[src/hw/rtl/bps_pkg.sv]
// Shared types and constants for the battery precharge sequencer.
package bps_pkg;

   localparam int unsigned TIME_W   = 48;
   localparam int unsigned RC_W     = 16;
   localparam int unsigned THRESH_W = 16;
   localparam int unsigned PTIME_W  = 32;
   localparam int unsigned CSR_W    = 32;
   localparam int unsigned CSR_IDX_W = 2;
   localparam int unsigned REQ_DATA_W = 72;
   localparam int unsigned RSP_DATA_W = 8;

   localparam logic [THRESH_W-1:0] JUMP_THRESHOLD_RST   = 16'd350;
   localparam logic [THRESH_W-1:0] LAST_VALUE_FLOOR_RST = 16'd100;
   localparam logic [PTIME_W-1:0]  PRECHARGE_TIME_RST   = 32'd3000000;

   typedef enum logic [1:0] {
      PH_WAIT     = 2'd0,
      PH_CHARGING = 2'd1,
      PH_COMPLETE = 2'd2,
      PH_POWERED  = 2'd3
   } phase_type;

   typedef enum logic [1:0] {
      EV_NONE           = 2'd0,
      EV_PRECHARGE_START = 2'd1,
      EV_PRECHARGE_DONE = 2'd2,
      EV_POWER_OFF      = 2'd3
   } event_type;

   typedef enum logic [CSR_IDX_W-1:0] {
      CSR_JUMP_THRESHOLD   = 2'd0,
      CSR_LAST_VALUE_FLOOR = 2'd1,
      CSR_PRECHARGE_TIME   = 2'd2
   } csr_index_type;

   typedef struct packed {
      logic [TIME_W-1:0] time_us;
      logic              request_load;
      logic              precharge_param;
      logic              shutdown_param;
      logic              rc_valid;
      logic [RC_W-1:0]   rc_value;
   } req_type;

   typedef struct packed {
      phase_type phase;
      logic      precharge_relay;
      logic      bypass_relay;
      logic      bms_enable;
      logic      rc_poweroff;
      event_type event_res;
   } rsp_type;

   typedef struct packed {
      logic [THRESH_W-1:0] jump_threshold;
      logic [THRESH_W-1:0] last_value_floor;
      logic [PTIME_W-1:0]  precharge_time_us;
   } cfg_type;

   typedef struct packed {
      phase_type         phase;
      logic [TIME_W-1:0] charge_start_time;
      logic [RC_W-1:0]   last_rc_value;
      logic              precharge_request;
      logic              shutdown_request;
      logic              precharge_relay;
      logic              bypass_relay;
      logic              bms_enable;
   } state_type;

endpackage

[src/hw/rtl/bps_csr.sv]
// Configuration registers of the battery precharge sequencer.
module bps_csr (
   input  logic                             clock,
   input  logic                             reset,
   input  logic                             csr_we,
   input  logic [bps_pkg::CSR_IDX_W-1:0]    csr_addr,
   input  logic [bps_pkg::CSR_W-1:0]        csr_wdata,
   output bps_pkg::cfg_type                 cfg
);
   import bps_pkg::*;

   cfg_type cfg_ff;
   cfg_type cfg_in;

   always_comb begin
      cfg_in = cfg_ff;
      if (csr_we) begin
         case (csr_addr)
            CSR_JUMP_THRESHOLD:   cfg_in.jump_threshold    = csr_wdata[THRESH_W-1:0];
            CSR_LAST_VALUE_FLOOR: cfg_in.last_value_floor  = csr_wdata[THRESH_W-1:0];
            CSR_PRECHARGE_TIME:   cfg_in.precharge_time_us = csr_wdata[PTIME_W-1:0];
            default:              cfg_in = cfg_ff;
         endcase
      end
   end

   always_ff @(posedge clock) begin
      if (reset) begin
         cfg_ff.jump_threshold    <= JUMP_THRESHOLD_RST;
         cfg_ff.last_value_floor  <= LAST_VALUE_FLOOR_RST;
         cfg_ff.precharge_time_us <= PRECHARGE_TIME_RST;
      end else begin
         cfg_ff <= cfg_in;
      end
   end

   assign cfg = cfg_ff;

endmodule

[src/hw/rtl/bps_step.sv]
// Per-tick step logic: request load, RC jump detect and phase sequencing.
module bps_step (
   input  bps_pkg::req_type   item,
   input  bps_pkg::cfg_type   cfg,
   input  bps_pkg::state_type state,
   output bps_pkg::state_type state_next,
   output bps_pkg::rsp_type   result
);
   import bps_pkg::*;

   logic [RC_W-1:0]   rc_diff;
   logic              rc_jump;
   logic [TIME_W-1:0] elapsed;
   logic              charge_done;
   state_type         mid;

   assign rc_diff = (item.rc_value > state.last_rc_value)
                    ? item.rc_value - state.last_rc_value
                    : state.last_rc_value - item.rc_value;
   assign rc_jump = item.rc_valid && (rc_diff > cfg.jump_threshold)
                    && (state.last_rc_value > cfg.last_value_floor);
   assign elapsed = item.time_us - state.charge_start_time;
   assign charge_done = elapsed >= {{(TIME_W-PTIME_W){1'b0}}, cfg.precharge_time_us};

   always_comb begin
      mid = state;
      if (item.request_load) begin
         mid.precharge_request = item.precharge_param;
         mid.shutdown_request  = item.shutdown_param;
      end
      if (rc_jump) begin
         mid.shutdown_request = 1'b1;
      end
      if (item.rc_valid) begin
         mid.last_rc_value = item.rc_value;
      end
   end

   always_comb begin
      state_next = mid;
      result.event_res = EV_NONE;
      case (mid.phase)
         PH_WAIT: begin
            if (mid.precharge_request) begin
               state_next.precharge_relay   = 1'b1;
               state_next.bms_enable        = 1'b1;
               state_next.phase             = PH_CHARGING;
               state_next.charge_start_time = item.time_us;
               result.event_res             = EV_PRECHARGE_START;
            end else begin
               state_next.precharge_relay = 1'b0;
               state_next.bypass_relay    = 1'b0;
            end
            state_next.shutdown_request = 1'b0;
         end
         PH_CHARGING: begin
            if (charge_done) begin
               state_next.bypass_relay = 1'b1;
               state_next.phase        = PH_COMPLETE;
               result.event_res        = EV_PRECHARGE_DONE;
            end
         end
         PH_COMPLETE: begin
            state_next.precharge_request = 1'b0;
            state_next.precharge_relay   = 1'b0;
            state_next.phase             = PH_POWERED;
         end
         PH_POWERED: begin
            if (mid.shutdown_request) begin
               state_next.bypass_relay = 1'b0;
               state_next.bms_enable   = 1'b0;
               state_next.phase        = PH_WAIT;
               result.event_res        = EV_POWER_OFF;
            end
            state_next.precharge_request = 1'b0;
         end
         default: begin
            state_next = mid;
         end
      endcase
      result.phase           = state_next.phase;
      result.precharge_relay = state_next.precharge_relay;
      result.bypass_relay    = state_next.bypass_relay;
      result.bms_enable      = state_next.bms_enable;
      result.rc_poweroff     = rc_jump;
   end

endmodule

[src/hw/rtl/battery_precharge_sequencer_top.sv]
// A req item passes through the input register and then the result register before its
// result is offered on rsp_tvalid and rsp_tdata.
// Throughput: one item per cycle while rsp_tready is high; the step logic is one tick.
// A result held by rsp_tready low still lets one more item enter the input register.
// Reset: synchronous, active high; clears phase, requests, relays, last RC value,
// start time and both valid flags, and loads the configuration register defaults.
module battery_precharge_sequencer_top (
   input  logic                              clock,
   input  logic                              reset,
   // time_us[47:0], request_load, precharge_param, shutdown_param, rc_valid,
   // rc_value[15:0], zero fill
   input  logic [bps_pkg::REQ_DATA_W-1:0]    req_tdata,
   input  logic                              req_tvalid,
   output logic                              req_tready,
   // phase[1:0], precharge_relay, bypass_relay, bms_enable, rc_poweroff, event_res[1:0]
   output logic [bps_pkg::RSP_DATA_W-1:0]    rsp_tdata,
   output logic                              rsp_tvalid,
   input  logic                              rsp_tready,
   input  logic                              csr_we,
   input  logic [bps_pkg::CSR_IDX_W-1:0]     csr_addr,
   input  logic [bps_pkg::CSR_W-1:0]         csr_wdata
);
   import bps_pkg::*;

   cfg_type   cfg;
   req_type   req_item;
   req_type   in_ff;
   logic      in_vld_ff;
   logic      in_vld_in;
   rsp_type   rsp_ff;
   rsp_type   rsp_step;
   logic      rsp_vld_ff;
   logic      rsp_vld_in;
   state_type state_ff;
   state_type state_in;
   logic      advance;
   logic      req_xfer;

   bps_csr u_csr (
      .clock     (clock),
      .reset     (reset),
      .csr_we    (csr_we),
      .csr_addr  (csr_addr),
      .csr_wdata (csr_wdata),
      .cfg       (cfg)
   );

   bps_step u_step (
      .item       (in_ff),
      .cfg        (cfg),
      .state      (state_ff),
      .state_next (state_in),
      .result     (rsp_step)
   );

   assign req_item.time_us         = req_tdata[47:0];
   assign req_item.request_load    = req_tdata[48];
   assign req_item.precharge_param = req_tdata[49];
   assign req_item.shutdown_param  = req_tdata[50];
   assign req_item.rc_valid        = req_tdata[51];
   assign req_item.rc_value        = req_tdata[67:52];

   assign advance    = in_vld_ff && (!rsp_vld_ff || rsp_tready);
   assign req_tready = !in_vld_ff || advance;
   assign req_xfer   = req_tvalid && req_tready;
   assign in_vld_in  = req_xfer || (in_vld_ff && !advance);
   assign rsp_vld_in = advance || (rsp_vld_ff && !rsp_tready);

   always_ff @(posedge clock) begin
      if (reset) begin
         in_vld_ff  <= 1'b0;
         rsp_vld_ff <= 1'b0;
         state_ff   <= '0;
      end else begin
         in_vld_ff  <= in_vld_in;
         rsp_vld_ff <= rsp_vld_in;
         if (advance) begin
            state_ff <= state_in;
         end
      end
   end

   always_ff @(posedge clock) begin
      if (req_xfer) begin
         in_ff <= req_item;
      end
      if (advance) begin
         rsp_ff <= rsp_step;
      end
   end

   assign rsp_tvalid = rsp_vld_ff;
   assign rsp_tdata  = {rsp_ff.event_res, rsp_ff.rc_poweroff, rsp_ff.bms_enable,
                        rsp_ff.bypass_relay, rsp_ff.precharge_relay, rsp_ff.phase};

endmodule
[config.mk]
export PLATFORM = sky130hd
export DESIGN_NAME = battery_precharge_sequencer_top
export DESIGN_NICKNAME = d
export VERILOG_FILES = /design/src/hw/rtl/bps_pkg.sv /design/src/hw/rtl/bps_csr.sv /design/src/hw/rtl/bps_step.sv /design/src/hw/rtl/battery_precharge_sequencer_top.sv
export SDC_FILE = /design/constraint.sdc
export NUM_CORES = 1
export LEC_CHECK = 0
export CAP_MARGIN = 20
export CORE_ASPECT_RATIO = 0.6
export CORE_UTILIZATION = 66
export CTS_CLUSTER_DIAMETER = 200
export CTS_CLUSTER_SIZE = 14
export DETAILED_ROUTE_END_ITERATION = 8
export DONT_BUFFER_PORTS = 1
export GPL_TIMING_DRIVEN = 1
export HOLD_SLACK_MARGIN = 0.02
export PLACE_DENSITY_LB_ADDON = 0.2
export SLEW_MARGIN = 5
export SYNTH_ARGS = -nofsm -noshare
export SYNTH_HDL_FRONTEND = slang
export SYNTH_SLANG_ARGS = --single-unit
[constraint.sdc]
create_clock -name clock -period 13.7 [get_ports clock]
set_clock_uncertainty 0.15 [all_clocks]
set_input_delay 2.055 -clock clock [delete_from_list [all_inputs] [get_ports clock]]
set_output_delay 2.055 -clock clock [all_outputs]
set_load 0.02 [all_outputs]
==> metrics.yaml, run 1 <==
wl_per_cell_um: 19.0
hp-start: "state_ff[28]$_SDFFE_PP0P_"
worst_slack_ps: 7660
grt_pass1_wl_um: 56100
dp_cells: 1831
power_density_nw_per_um2: 108
p_sw_share_pct: 30.0
hold_class: "reg2reg"
vias: 11600
via_per_inst: 6.20
synthArstFlopShare_pct: 0
ctsHoldBuffers: 0
htree_levels: 1
seq_area_frac_synth_pct: 37.2
wl_met3_um: 3790
setup.worst_path.end_class: "flop"
cts_tree: "done"
synth_nets: 1886
min_path_cells: 2
setup_tns_ps: 0
dr_wl_met2_um: 13500
clock-sinks: 213
power.share.clock_pct: 33.0
p_switching_mw: 0.461
final_area_um2: 14200
r2r_slack_ps: 7660
ys_warn_count: 0
initial_core_util_pct: 67.5
share_seq_of_total_power_pct: 45.9
grt_pass1_vias: 10500
rr_endpoint: "rsp_tdata[3]$_DFFE_PP_"
hold_viol: 0
grt_max_degree: 119
path_max_fanout: 7
top_layer: "met4"
dp_hpwl_um: 26200
die_area_um2: 21100
synth.distinct_cells: 71
slew_viol_final: 0
instances_no_fill: 1865
grt_usage_pct: 33.5
first_iter_violations: 1232
antenna_found_initial: 0
die_height_um: 113
worst_pin_slew_ps: 1040
hold_path_end: "state_ff[28]$_SDFFE_PP0P_"
antenna_cells: 0
top_level_ports: 121
drc: 0
die_x_um: 187
clock_latency_ps: 520
post_cts_resized: 0
dpl_worst_slack_ps: 7820
cp_data_required_time_ps: 13780
maxCapViolCount: 0
p_int_mw: 1.07
syn_inst: 1626
ir_worst_vdd_uv: 117
combPwrFrac_pct: 21.0
critPathLaunchType: "flop"
power.leakage_nw: 5.55
r2r-start: "in_ff[0]$_DFFE_PP_"
slew_headroom_pct: 30.8
final-setup-viol-count: 0
clockBufferDepth: 3
grt_overflow: 0
synth_area_um2: 13500
core_um2: 20000
crit_type: "reg2reg"
placed_area_um2: 13700
rsz0062_at_grt: "false"
min_period_ps: 6040
cp_data_arrival_time_ps: 6120
syn_to_final_growth_pct: 5.07
ys.flop_type: "dfxtp_1"
cts_root_buffer: "clkbuf_16"
synth_edf_count: 76
rows: 40
drive_gt1_share_pct: 3.45
first_pass_iters: 7
routed_wl_um: 35400
port_buffers: 0
synth_seq_cells: 213
syn_area_per_cell_um2: 8.31
final_nets: 1839
ant_nets: 0
post-cts-setup-buffer-count: 0
post-route-period-util_pct: 44.1
wl_met1_um: 17600
fmax_mhz: 166
place.gp.congestion: 0.965
outcome: "finished, final reports clean"
cts_made_buffers: 19
clk_pin_slew_ps: 70
worstRegToRegCells: 22
## power groups by stage
stage	clock [mW]	sequential (mW)	combinational, mW
after global routing	0.537	0.708	0.358
after floorplan	0	0.712	0.245
after CTS	0.515	0.704	0.315
final	0.507	0.705	0.323
after global placement	0	0.717	0.304
after detailed placement	0	0.718	0.312
## cells by family after synthesis
| kind of cell | after synthesis | synth area share, % |
|---|---|---|
| AND/OR/NAND/NOR | 503 | 16.5 |
| AO/OA/AOI/OAI | 449 | 20.7 |
| buffers and inverters | 239 | 6.74 |
| flip-flops | 213 | 37.2 |
| adder cells (fa/ha/maj) | 149 | 14.0 |
| XOR/XNOR | 53 | 3.43 |
| multiplexers | 20 | 1.55 |
## critical path, stage by stage (launching register included)
cell and delay, ps:
edfxtp_1 430, inv_1 80, ha_1 140, inv_1 60, fa_1 380, a21oi_1 200, nor2b_1 90, o31a_1 270
o211ai_1 240, a31oi_2 180, or3_1 370, a22oi_1 400, o221ai_1 180, a221oi_1 350, xnor2_1 110, ha_1 300
and4_1 210, nand3_1 110, a221o_1 280, a21oi_1 370, a21oi_1 290, o41ai_1 400, o21ai_0 160
## placed cells by master, fill, tap and decap left out, types with 17 or more instances in the layout
cell type	netlist	layout
inv_1	165	165
xnor2_1	34	34
nand2_1	316	316
ha_1	146	146
a21o_1	42	42
dfxtp_1	137	137
xor2_1	19	19
clkbuf_16	0	19
a21oi_1	212	212
nor2_1	62	61
o21ai_0	53	53
edfxtp_1	76	76
nand4_1	27	27
nand3_1	17	17
o211ai_1	33	33
## synthesized netlist by cell type, types with 5 or more instances
cell	instances	area share, %
o31ai_1	8	0.44
a211oi_1	11	0.61
o21ai_0	53	2.0
ha_1	146	14
a31oi_1	14	0.65
a21oi_1	212	7.8
nand3_1	17	0.63
nor3_1	11	0.41
buf_2	6	0.22
and2_1	6	0.28
nand2_1	316	8.8
nand4_1	27	1.2
dfxtp_1	137	20
o2111ai_1	5	0.32
inv_1	165	4.6
nor2b_1	8	0.37
o21bai_1	11	0.61
o21a_1	7	0.39
or2_2	6	0.28
o211ai_1	33	1.8
mux2i_1	15	1.1
nor2_1	62	1.7
xor2_1	19	1.2
and4_1	8	0.52
and3_1	8	0.37
a22oi_1	5	0.28
nor4_1	8	0.37
nand2b_1	8	0.37
buf_1	5	0.14
a221oi_1	8	0.52
xnor2_1	34	2.2
a21o_1	42	2.3
a211o_1	5	0.32
clkbuf_1	60	1.7
edfxtp_1	76	17
## registers in the layout, indices dropped and copies added (netlist names)
name        flops
in_ff          68
in_vld_ff       1
rsp_tdata       8
rsp_tvalid      1
state_ff       71
u_csr.cfg      64
## cell type report
type                    count  area, µm²
multi-input cells        1174       7600
fillers                  1599       5810
flip-flops and latches    213       5020
inverters                 165        619
clock buffers              32        524
well taps                 273        342
repair buffers              6       65.1
clock inverters             2       25.0
## worst max-delay path by stage
stage	slack [ps]	end	depth (start not counted)	from
CTS	7780	state_ff[0]$_SDFFE_PP0P_	23	in_ff[0]$_DFFE_PP_
floorplan	8730	state_ff[0]$_SDFFE_PP0P_	23	in_ff[0]$_DFFE_PP_
detailed placement	7820	state_ff[0]$_SDFFE_PP0P_	23	in_ff[0]$_DFFE_PP_
global placement	7860	rsp_tdata[3]$_DFFE_PP_	22	in_ff[0]$_DFFE_PP_
finish	7660	rsp_tdata[3]$_DFFE_PP_	22	in_ff[0]$_DFFE_PP_
global route	7340	rsp_tdata[3]$_DFFE_PP_	22	in_ff[0]$_DFFE_PP_
## metrics by stage
stage	hold slack, ps	power [mW]	utilization (%)
after floorplan	286	0.956	-
after detailed placement	290	1.03	68.2
after global placement	286	1.02	68.1
final	301	1.53	71.0
after global routing	316	1.60	71.0
after CTS	300	1.53	71.0
## metal layers
metal,global-route usage [%],vias up
li1,-,5566
met1,53.3,5443
met2,44.7,509
met3,8.56,41
met4,6.67,0
met5,0,-
Note: power is estimated with default switching activity, not from simulation.
==> run 2, diff against run 1 <==
--- a/config.mk
+++ b/config.mk
@@ -7,7 +7,7 @@
 export LEC_CHECK = 0
 export CAP_MARGIN = 20
 export CORE_ASPECT_RATIO = 0.6
-export CORE_UTILIZATION = 66
+export CORE_UTILIZATION = 59
 export CTS_CLUSTER_DIAMETER = 200
 export CTS_CLUSTER_SIZE = 14
 export DETAILED_ROUTE_END_ITERATION = 8
==> constraint.sdc (replaced) <==
create_clock -name clock -period 5.55 [get_ports clock]
set_clock_uncertainty 0.15 [all_clocks]
set_input_delay 0.8325 -clock clock [delete_from_list [all_inputs] [get_ports clock]]
set_output_delay 0.8325 -clock clock [all_outputs]
set_load 0.02 [all_outputs]
==> run 2 against run 1 <==
  * Maximum frequency rose by 14%
  * Wire length rose by 0.81%
  * Combinational power rose to 2.6 times the previous value
  * Cell area rose by 1.9%
  * Global-route usage fell by 3.3 points
  * Sequential power rose by 150%
  * Critical path type unchanged
  * Critical endpoint is now state_ff[0]$_SDFFE_PP0P_
  * Largest cell class unchanged
==> metrics.yaml, run 2 (synthesis gave the netlist of run 1 again) <==
outcome: "finished, final reports clean"
cts_tree: "done"
grt_max_degree: 119
clk_pin_slew_ps: 70
min_period_ps: 5310
final_nets: 1855
die_area_um2: 23500
maxCapViolCount: 0
crit_path_start: "in_ff[0]$_DFFE_PP_"
drc: 0
slew_viol_final: 0
die_height_um: 119
cp_data_arrival_time_ps: 5560
power_density_nw_per_um2: 264
place.gp.congestion: 1.02
setup_tns_ps: 0
clock_latency_ps: 520
ant_nets: 0
ctsHoldBuffers: 0
grt_usage_pct: 30.2
final_common_cell: "nand2_1"
dpl_worst_slack_ps: -11.4
worst_pin_slew_ps: 976
antenna_found_initial: 0
port_buffers: 0
hp-start: "reset"
setup.worst_path.end_class: "flop"
ir_worst_vdd_uv: 276
syn_to_final_growth_pct: 7.05
first_iter_violations: 1144
cts_made_buffers: 19
critPathLaunchType: "flop"
power.leakage_nw: 5.63
htree_levels: 1
final_cell_mix: "nand2_1 (316), a21oi_1 (209), inv_1 (165)"
path_max_fanout: 6
hold_viol: 0
cts_root_buffer: "clkbuf_16"
largest_reg_flops: 71
nFillCells: 1900
grt_pass1_vias: 10400
wl_per_cell_um: 18.6
core_um2: 22300
rows: 42
grt_overflow: 0
final-setup-viol-count: 0
dp_hpwl_um: 26600
cp_data_required_time_ps: 5800
fin_hold_ws_ps: 235
r2r-start: "in_ff[0]$_DFFE_PP_"
clockBufferDepth: 3
routed_wl_um: 35700
via_per_inst: 6.02
hold_class: "in2reg"
clock-sinks: 213
top_level_ports: 121
grt_pass1_wl_um: 55900
worst_slack_ps: 242
vias: 11500
initial_core_util_pct: 60.7
first_pass_iters: 5
fmax_mhz: 188
slew_headroom_pct: 34.9
post-route-period-util_pct: 95.6
crit_type: "reg2reg"
top_register: "state_ff"
drive_gt1_share_pct: 5.41
die_x_um: 197
-- run 2: worst max-delay path, stage by stage, from the launching register on --
cell and delay (ps):
edfxtp_1 390, inv_1 70, ha_1 140, inv_1 60, fa_2 360, a21oi_2 140
nor2b_1 60, o31a_1 270, o211ai_1 230, a31oi_2 140, or3_1 380, a22oi_2 270
o221ai_2 150, a221oi_2 270, xnor2_1 100, ha_1 300, and4_1 220, nand3_1 120
a221o_1 280, a21oi_1 150, buf_4 170, a21oi_4 90, or4_1 490, a21oi_1 170
nor2_1 50
-- run 2: timing repair --
item	in CTS	in global routing
gates resized for setup	1	20
endpoints found under the setup margin	1	11
pin swaps	0	5
setup buffers	0	3
-- run 2: report_power, final --
part,switching (mW),internal [mW]
registers,0.0485,1.69
logic,0.502,0.326
clock network,0.605,0.652
total,1.16,2.67
-- run 2: cell type report --
type                       count  area (µm²)  share of cell area (%)
timing repair buffer          22         196                    1.36
tap                          308         385                    2.66
multi-input combinational   1174        7690                    53.2
inverter                     165         619                    4.28
clock inverter                 2        25.0                   0.173
sequential                   213        5020                    34.7
clock buffer                  32         524                    3.62
antenna                        1        2.50                  0.0173
-- run 2: worst paths after layout --
| check | to | depth (start not counted) | slack [ps] |
|---|---|---|---|
| worst max-delay path | state_ff[0]$_SDFFE_PP0P_ | 24 | 240 |
| worst min-delay path | state_ff[30]$_SDFFE_PP0P_ | 1 | 240 |
| worst max register to register | state_ff[0]$_SDFFE_PP0P_ | 24 | 240 |
| worst min register to register | state_ff[34]$_SDFFE_PP0P_ | 2 | 300 |
-- run 2: per-layer routing --
metal  global-route usage (%)  vias to the layer above  routed length, µm
met5                        0                        -                  0
met4                     3.63                        0                353
met3                     7.90                       31               3660
met2                     39.5                      484              13500
met1                     49.2                     5407              18200
li1                         -                     5615                  -
-- run 2: per-stage QoR --
step                cells  util [%]  cell area, µm²  total power, mW
floorplan            1626         -           13500             2.36
global placement     1877      61.8           13800             2.53
CTS                  1913      64.4           14400             3.80
detailed placement   1879      61.9           13800             2.56
global route         1916      64.9           14500             4.00
finish               1917      65.0           14500             3.82
==> run 3, diff against run 2 <==
--- a/config.mk
+++ b/config.mk
@@ -5,6 +5,7 @@
 export SDC_FILE = /design/constraint.sdc
 export NUM_CORES = 1
 export LEC_CHECK = 0
+export ABC_AREA = 1
 export CAP_MARGIN = 20
 export CORE_ASPECT_RATIO = 0.6
 export CORE_UTILIZATION = 59
==> run 3 against run 2 <==
  * Register-to-register slack better by 170 ps
  * Setup slack improved by 170 ps
  * Critical path type unchanged
  * Critical endpoint is now rsp_tdata[1]$_DFFE_PP_
  * Synthesized area rose by 7.5%
  * Utilization shrank 1.2 points
==> metrics.yaml, run 3 <==
hold_viol: 0
grt_usage_pct: 33.8
slowest_delay_ps: 390
largest_reg_flops: 71
syn_to_final_growth_pct: 6.08
worst_slack_ps: 412
initial_core_util_pct: 60.1
wl_met1_um: 22100
worst_pin_slew_ps: 1060
dr_wl_met2_um: 15200
dpl_worst_slack_ps: 691
die_x_um: 205
drive_gt1_share_pct: 5.21
synth_edf_count: 76
synth_area_leader_cell: "dfxtp_1"
crit_type: "reg2reg"
clk_pin_slew_ps: 80
instances_no_fill: 2356
ctsHoldBuffers: 0
slowest_stage: "ha_1"
vias: 13200
grt_pass1_vias: 11400
hold_class: "in2reg"
cts_made_buffers: 19
final_cell_mix: "nand2_1 (477), inv_1 (394), a21oi_1 (210)"
routed_wl_um: 42700
synth_seq_cells: 213
post_cts_resized: 0
post-cts-setup-buffer-count: 0
ant_nets: 0
maxCapViolCount: 0
slew_headroom_pct: 29.3
dp_hpwl_um: 33900
first_pass_iters: 6
critPathLaunchType: "flop"
grt_pass1_wl_um: 64700
cp_data_required_time_ps: 5660
grt_max_degree: 94
clock_latency_ps: 520
final_util_pct: 63.8
place.gp.congestion: 0.987
cts_tree: "done"
cts_root_buffer: "clkbuf_16"
yosys-top-cells-area: "dfxtp_1 (19%), edfxtp_1 (16%), ha_1 (13%)"
rsz0062_at_grt: "false"
syn_area_per_cell_um2: 7.14
min_period_ps: 5140
crit_family: "simple AND/OR/NAND/NOR gates"
setup_tns_ps: 0
drc: 0
ir_worst_vdd_uv: 262
clockBufferDepth: 3
synth_area_um2: 14500
clock-sinks: 213
final_area_um2: 15400
seq_area_frac_synth_pct: 34.6
placed_area_um2: 14800
top_register: "state_ff"
power.leakage_nw: 7.42
ys.flop_type: "dfxtp_1"
outcome: "finished, final reports clean"
final-setup-viol-count: 0
synthArstFlopShare_pct: 0
nFillCells: 2206
top_level_ports: 121
synth_nets: 2295
wl_per_cell_um: 18.1
antenna_found_initial: 0
final_common_cell: "nand2_1"
cp_data_arrival_time_ps: 5250
path_buf_inv: 4
grt_overflow: 0
power_density_nw_per_um2: 270
ys_warn_count: 0
die_area_um2: 25300
slew_viol_final: 0
syn_inst: 2035
r2r_slack_ps: 410
port_buffers: 0
first_iter_violations: 1585
fin_hold_ws_ps: 241
final_nets: 2280
top_layer: "met4"
setup.worst_path.end_class: "flop"
synthDominantCellAreaShare_pct: 18.9
synth.distinct_cells: 51
fmax_mhz: 195
wl_met3_um: 4910
yosysMostFrequentCell: "nand2_1"
htree_levels: 1
path_max_fanout: 15
post-route-period-util_pct: 92.6
via_per_inst: 5.59
die_height_um: 124
rows: 44
dp_cells: 2319
synthTopCellsByCount: "nand2_1 (477), inv_1 (397), a21oi_1 (210), ha_1 (146), o21ai_0 (145)"
core_um2: 24200
power_mw: 4.16
[run 3: changes by cell type in the layout (fill, tap and decap cells not counted), moves of 13 or more]
cell / change
a21o_1: -38
inv_1: +229
inv_2: +15
nand2_1: +161
nand2_2: +25
nand3_1: +40
nor2_1: +52
nor2_2: +13
o21ai_0: +92
xnor2_1: -15
[run 3: worst paths after layout]
| kind | endpoint | startpoint | cells past startpoint |
|---|---|---|---|
| worst max-delay path | rsp_tdata[1]$_DFFE_PP_ | in_ff[11]$_DFFE_PP_ | 26 |
| worst min-delay path | rsp_tvalid$_SDFF_PP0_ | reset | 1 |
| worst max register to register | rsp_tdata[1]$_DFFE_PP_ | in_ff[11]$_DFFE_PP_ | 26 |
| worst min register to register | state_ff[44]$_SDFFE_PP0P_ | state_ff[44]$_SDFFE_PP0P_ | 2 |
[run 3: kinds of logic after synthesis]
logic type               after synthesis  synth area share (%)
AO/OA/AOI/OAI                        416                  15.3
multiplexers                           6                 0.448
AND/OR/NAND/NOR                      751                  22.1
XOR/XNOR                              46                  2.77
flip-flops                           213                  34.6
buffers and inverters                454                  11.8
adder cells (fa/ha/maj)              149                  13.0
[run 3: per-layer routing]
layer	GRT usage, %	vias to the layer above
li1	-	6501
met1	56.0	6081
met2	43.3	557
met3	7.64	34
met4	4.01	0
met5	0	-
[run 3: cell type report]
class | instances | area [µm²] | area share, %
multi-input cells | 1368 | 7800 | 50.6
flip-flops and latches | 213 | 5020 | 32.6
inverters | 410 | 1540 | 9.98
clock buffers | 32 | 524 | 3.40
well taps | 322 | 403 | 2.61
repair buffers | 8 | 100 | 0.649
clock inverters | 2 | 25.0 | 0.162
diodes | 1 | 2.50 | 0.0162
[run 3: power by group]
part	leakage, nW	switching (mW)	internal (mW)
registers	1.86	0.0467	1.71
logic	5.30	0.763	0.393
clock network	0.261	0.606	0.651
total	7.42	1.42	2.75
